$ cat src/design/budgeted_tile_region_fill_defines.svh
// assertion macros shared by the tile region fill modules
`ifndef BUDGETED_TILE_REGION_FILL_DEFINES_SVH
`define BUDGETED_TILE_REGION_FILL_DEFINES_SVH

// same-cycle implication, sampled on aclk, off while aresetn is low
`define BTRF_ASSERT_NOW(label, ante, cons) \
    label: assert property (@(posedge aclk) disable iff (!aresetn) (ante) |-> (cons)) \
        else $error("tile region fill check failed");

// next-cycle implication, sampled on aclk, off while aresetn is low
`define BTRF_ASSERT_NEXT(label, ante, cons) \
    label: assert property (@(posedge aclk) disable iff (!aresetn) (ante) |=> (cons)) \
        else $error("tile region fill check failed");

`endif

$ cat src/design/btrf_pkg.sv
// shared constants, types and helpers for the tile region fill block
`default_nettype none

package btrf_pkg;

    localparam int MAX_RADIUS   = 8;
    localparam int WINDOW_SIDE  = 32;  // power of two
    localparam int COORD_BITS   = 16;

    localparam int WIN_BITS     = $clog2(WINDOW_SIDE);
    localparam int SLOT_BITS    = 2 * WIN_BITS;
    localparam int SLOT_COUNT   = WINDOW_SIDE * WINDOW_SIDE;
    localparam int TAG_BITS     = 2 * COORD_BITS;
    localparam int ENTRY_BITS   = TAG_BITS + 1;

    localparam int IN_BITS      = 16;
    localparam int RAD_BITS     = 4;
    localparam int SPAN_BITS    = $clog2(2 * MAX_RADIUS + 1);
    localparam int BUDGET_BITS  = 10;
    localparam int COUNT_BITS   = 9;

    localparam logic [BUDGET_BITS-1:0] BUDGET_RESET = BUDGET_BITS'(24);
    localparam int PRUNE_MARGIN = 2;
    localparam int MIN_KEEP_RAD = 1;

    typedef enum logic [2:0] {
        ST_CLEAR,
        ST_IDLE,
        ST_SCAN,
        ST_GAP,
        ST_PRUNE,
        ST_FINISH
    } state_t;

    typedef struct packed {
        logic load_req;
        logic scan_issue;
        logic prune_issue;
        logic clear_issue;
        logic load_result;
    } ctrl_cmd_t;

    typedef struct packed {
        logic scan_last;
        logic sweep_last;
    } dp_status_t;

    // sign-extend an input coordinate and wrap it to the coordinate width
    function automatic logic [COORD_BITS-1:0] wrap_in(input logic signed [IN_BITS-1:0] v);
        logic signed [63:0] e;
        e = 64'(v);
        return e[COORD_BITS-1:0];
    endfunction

endpackage

`default_nettype wire

$ cat src/design/btrf_ctrl.sv
// sequencing state machine for the tile region fill block
`default_nettype none
`include "budgeted_tile_region_fill_defines.svh"

module btrf_ctrl (
    input  wire logic                aclk,
    input  wire logic                aresetn,
    input  wire logic                s_valid,
    output logic                     s_ready,
    output logic                     m_valid,
    input  wire logic                m_ready,
    input  wire btrf_pkg::dp_status_t status,
    output btrf_pkg::ctrl_cmd_t      cmd
);

    btrf_pkg::state_t state_reg, state_next;
    logic m_valid_reg, m_valid_next;
    logic out_free;

    assign out_free = !m_valid_reg || m_ready;

    always_comb begin
        state_next = state_reg;
        unique case (state_reg)
            btrf_pkg::ST_CLEAR:  if (status.sweep_last) state_next = btrf_pkg::ST_IDLE;
            btrf_pkg::ST_IDLE:   if (s_valid) state_next = btrf_pkg::ST_SCAN;
            btrf_pkg::ST_SCAN:   if (status.scan_last) state_next = btrf_pkg::ST_GAP;
            btrf_pkg::ST_GAP:    state_next = btrf_pkg::ST_PRUNE;
            btrf_pkg::ST_PRUNE:  if (status.sweep_last) state_next = btrf_pkg::ST_FINISH;
            btrf_pkg::ST_FINISH: if (out_free) state_next = btrf_pkg::ST_IDLE;
            default:             state_next = btrf_pkg::ST_CLEAR;
        endcase
    end

    always_comb begin
        cmd     = '0;
        s_ready = 1'b0;
        unique case (state_reg)
            btrf_pkg::ST_CLEAR:  cmd.clear_issue = 1'b1;
            btrf_pkg::ST_IDLE: begin
                s_ready      = 1'b1;
                cmd.load_req = s_valid;
            end
            btrf_pkg::ST_SCAN:   cmd.scan_issue = 1'b1;
            btrf_pkg::ST_GAP:    cmd = '0;
            btrf_pkg::ST_PRUNE:  cmd.prune_issue = 1'b1;
            btrf_pkg::ST_FINISH: cmd.load_result = out_free;
            default:             cmd = '0;
        endcase
    end

    always_comb begin
        m_valid_next = m_valid_reg;
        if (cmd.load_result) begin
            m_valid_next = 1'b1;
        end else if (m_ready) begin
            m_valid_next = 1'b0;
        end
    end

    always_ff @(posedge aclk) begin
        if (!aresetn) begin
            state_reg   <= btrf_pkg::ST_CLEAR;
            m_valid_reg <= 1'b0;
        end else begin
            state_reg   <= state_next;
            m_valid_reg <= m_valid_next;
        end
    end

    assign m_valid = m_valid_reg;

    // the last region tile is always followed by the gap state
    `BTRF_ASSERT_NEXT(a_scan_then_gap, cmd.scan_issue && status.scan_last, state_reg == btrf_pkg::ST_GAP)

endmodule

`default_nettype wire

$ cat config.mk
export PLATFORM = sky130hd
export DESIGN_NAME = btrf_ctrl
export DESIGN_NICKNAME = d
export VERILOG_FILES = /design/src/design/btrf_pkg.sv /design/src/design/btrf_ctrl.sv
export VERILOG_INCLUDE_DIRS = /design/src /design/src/design
export SDC_FILE = /design/constraint.sdc
export NUM_CORES = 1
export LEC_CHECK = 0
export BUFFER_PORTS_ARGS = -buffer_cell sky130_fd_sc_hd__buf_2
export CAP_MARGIN = 20
export CORE_AREA = 2 2 39 41
export CTS_BUF_LIST = sky130_fd_sc_hd__clkbuf_4
export DETAILED_ROUTE_END_ITERATION = 6
export DIE_AREA = 0 0 41 43
export GPL_TIMING_DRIVEN = 0
export MAX_ROUTING_LAYER = met4
export PLACE_DENSITY = 0.51
export SLEW_MARGIN = 10
export SYNTH_ARGS = -nofsm -noshare
export SYNTH_HDL_FRONTEND = slang
export SYNTH_SLANG_ARGS = --single-unit
$ cat constraint.sdc
create_clock -name aclk -period 2.95 [get_ports aclk]
set_clock_uncertainty 0.2 [all_clocks]
set_input_delay 0.4425 -clock aclk [delete_from_list [all_inputs] [get_ports aclk]]
set_output_delay 0.4425 -clock aclk [all_outputs]
set_load 0.01 [all_outputs]
Word-level counts from Yosys, hierarchy flattened
Index checks and enable logic that the tools add are counted.
{ "totals": {"regBits": 4, "inputBits": 6, "output_inout_bits": 7, "word_cells": 31} }
{ "op_classes": {"eq_ne": 10, "mux": 14, "n_reduce_logical": 5} }
{ "op_table": {"columns": ["op", "count"], "rows": [
  ["$pmux W3 S6", 1],
  ["$mux W3", 5],
  ["$ne A2 B2 Y1 const B", 5],
  ["$mux W1", 8],
  ["$eq A3 B2 Y1 const B", 2],
  ["$eq A3 B3 Y1 const B", 2],
  ["$reduce_and A5 Y1", 1],
  ["$eq A3 B1 Y1 const B", 1],
  ["$logic_not A3 Y1", 1],
  ["$reduce_bool A2 Y1", 1],
  ["$logic_not A1 Y1", 1],
  ["$logic_or A1 B1 Y1", 1]
]} }

Longest topological paths before layout
{ "logic_depth": {"word_depth": 4, "ltp_mapped": 4} }

Worst setup path after synthesis
Ideal clock, no wire load.
{ "synth_path": {"kind": "register -> output", "start": "register state_reg[1]", "end": "output cmd[0] (netlist bit)", "arrival_ps": 980, "required_time_ps": 2308, "setup_slack_ps": 1327, "stages_incl_launch_ff": 5, "n_path_buf": 2, "cell_sequence": "dfxtp_1 -> buf_6 -> and2b_2 -> and3_2 -> buf_4"} }
{ "synth_lines": {"columns": ["element", "line_no", "source"], "rows": [
  ["from (decl)", "btrf_ctrl.sv:16", "btrf_pkg::state_t state_reg, state_next;"],
  ["from (signal assigned)", "btrf_ctrl.sv:63", "state_reg <= btrf_pkg::ST_CLEAR;"],
  ["from (signal assigned)", "btrf_ctrl.sv:66", "state_reg <= state_next;"],
  ["to (decl)", "btrf_ctrl.sv:13", "output btrf_pkg::ctrl_cmd_t cmd"]
]} }

==> flow_summary.toml <==
[logic_synthesis]
synth_compound_area_share_pct = 13.1
synth_top_family_by_area = "simple AND/OR/NAND/NOR gates"
yosysSeqAreaShare_pct = 33.5
synth.distinct_cells = 18
synth_mux_area_share_pct = 0
ys_top_cells_by_area = "dfxtp_1 (34%), and2b_2 (7.3%), nor2_1 (6.3%), nor3b_2 (5.2%), buf_6 (4.7%)"
syn_nets = 34
synth_top_area_share_pct = 33.5
postSynthRegisterBits = 4
synth_top_cell_by_area = "dfxtp_1"
synth_xor_area_share_pct = 0
async_flop_share_pct = 0
synth_ff_type = "dfxtp_1"
synthCells = 28
syn_avg_cell_area_um2 = 8.53
yosysWarningCount = 0
synth_edf_count = 0
syn_area_um2 = 239
synth_common_cells = "dfxtp_1 (4), nor2_1 (4), nand2_1 (3)"
yosys.area_share.simple_pct = 45.5
synth_adder_area_share_pct = 0

[worst_setup_path]
startpoint = "state_reg[1]"
cp.arrival_ns = 1.37
cp_max_fo = 9
required_ns = 2.31
critPathKind = "flip-flop to primary output"
r2r-start = "state_reg[1]"
worstReg2RegEnd = "state_reg[0]"
r2r_cells = 4
worst-r2r-setup-slack_ns = 1.62
cp-end-kind = "primary output"
start_kind = "flip-flop"

[power]
swShare_pct = 25.3
comb_power_share_pct = 20.8
power_density_nw_per_um2 = 470
power.net_switching_mw = 0.0406
seqPwrFrac_pct = 38.2
vdd_drop_max_uv = 97.5
p_int_mw = 0.120
leakagePower_nw = 0.166
clkPwrFrac_pct = 40.9

[cts]
cts_setup_buffers = 0
cts_hold_buf = 0
cts_buffers = 3
cts_resized = 0
cts_max_level = 1
root_buffer = "clkbuf_4"
clk_pin_slew_ns = 0.03
worstSkewPairLatency_ns = 0.23
cts_tree = "yes"
clkSinkCount = 4
clockBufferDepth = 2

[hold_path]
min_to = "state_reg[1]"
whs_path_depth = 2
hold_start = "aresetn"
min_path_type = "primary input to flip-flop"

[floorplan]
core_um2 = 1380
die_y_um = 43
initial_utilization_pct = 17.3
die-area_um2 = 1760
die_w_um = 41
row_count = 14
io_pins = 13

[detailed_routing]
first_pass_iters = 4
post_drt_via_cell_ratio = 3.95
drc = 0
postRouteAntennaNets = 0
vias = 233
drtIter0Drc = 4
routed_wl_um = 528
post_drt_wl_per_cell_um = 8.95

[sta]
tightestPinTransition_ns = 0.259
final_hold_viol_count = 0
rsz0062_at_grt = "no"
min_period_over_period_pct = 68.3
max_freq_mhz = 496
tns_ns = 0
slew_violations = 0
maxSlewHeadroom_pct = 82.7
finalSetupViolations = 0
finalWorstPathRequiredPeriod_ns = 2.02

[cells_and_area]
largest_reg_flops = 3
fillers = 156
final_nets = 51
drive_gt1_share_pct = 53.5
diodes = 0
syn_to_final_growth_pct = 42.9
layout.cells.non_filler = 59

[job]
drv_cap = 0

[outcome]
status = "complete, no violations"

[global_route]
grt_pass1_wl_um = 897
grt_max_degree = 10
grt_pass1_vias = 236
overflow = 0
grt_antenna_before_repair = 0
grtUsageTotal_pct = 8.74

[place]
dpl.hpwl_um = 426
gp_congestion = 0.610
port_buffers = 12
placed_cells = 56
[layer usage]
layer	wire length, µm	share of wire (%)	GRT usage (%)	vias up
li1	-	-	-	123
met1	237	45	9.65	105
met2	276	52	9.69	5
met3	13	2.5	4.71	0
met4	0	0	10.0	0
met5	0	0	-	-
[worst max-delay path, cell delays in order (launching register included)]
cell	delay [ns]
dfxtp_1	0.31
buf_6	0.13
and2b_2	0.25
and3_2	0.21
buf_4	0.12
buf_2	0.13
[power by group through the flow]
stage | logic (mW) | registers (mW) | clock network [mW]
floorplan | 0.0216 | 0.0613 | 0
global placement | 0.0338 | 0.0622 | 0
detailed placement | 0.0338 | 0.0622 | 0
CTS | 0.0340 | 0.0613 | 0.0708
global route | 0.0370 | 0.0617 | 0.0756
finish | 0.0334 | 0.0614 | 0.0657
[cells by family after synthesis]
family                 after synthesis
AND/OR/NAND/NOR                     18
flip-flops                           4
AO/OA/AOI/OAI                        4
buffers and inverters                2
[layout make-up]
type | instances | area [µm²] | share of cell area [%]
Timing Repair Buffer | 12 | 60.1 | 17.6
Sequential cell | 4 | 80.1 | 23.4
Multi-Input combinational cell | 22 | 140 | 41.0
Clock buffer | 3 | 22.5 | 6.59
Buffer | 2 | 18.8 | 5.49
Tap cell | 16 | 20.0 | 5.86
[placed cells by master (no fill, tap or decap)]
cell,n
nor3b_2,1
o21a_1,1
nor3b_1,1
and2_1,1
and2b_2,2
nor3_1,2
dfxtp_1,4
a21boi_0,1
nand2_1,3
clkbuf_4,3
nand2b_1,1
nor2b_1,1
and3_2,1
buf_2,12
nand2b_2,1
buf_4,1
a211oi_1,1
buf_6,1
nor2_1,4
a31o_2,1
[worst max-delay path by stage]
stage | end | slack, ns
after floorplan | cmd[0] | 1.33
after global placement | cmd[0] | 1.16
after detailed placement | cmd[0] | 1.17
after CTS | cmd[0] | 0.92
after global routing | cmd[0] | 0.88
final | cmd[0] | 0.93
[through the flow]
step           hold slack, ns  utilization (%)  area [µm²]  total power, mW  setup WS, ns
6_report                0.282             24.7         342            0.161         0.935
2_1_floorplan           0.320                -         239           0.0830          1.33
4_1_cts                 0.274             24.7         342            0.166         0.923
3_5_place_dp            0.355             23.1         319           0.0960          1.17
5_1_grt                 0.278             24.7         342            0.174         0.879
3_3_place_gp            0.335             23.1         319           0.0959          1.16
Power figures use the tool's default switching activity.
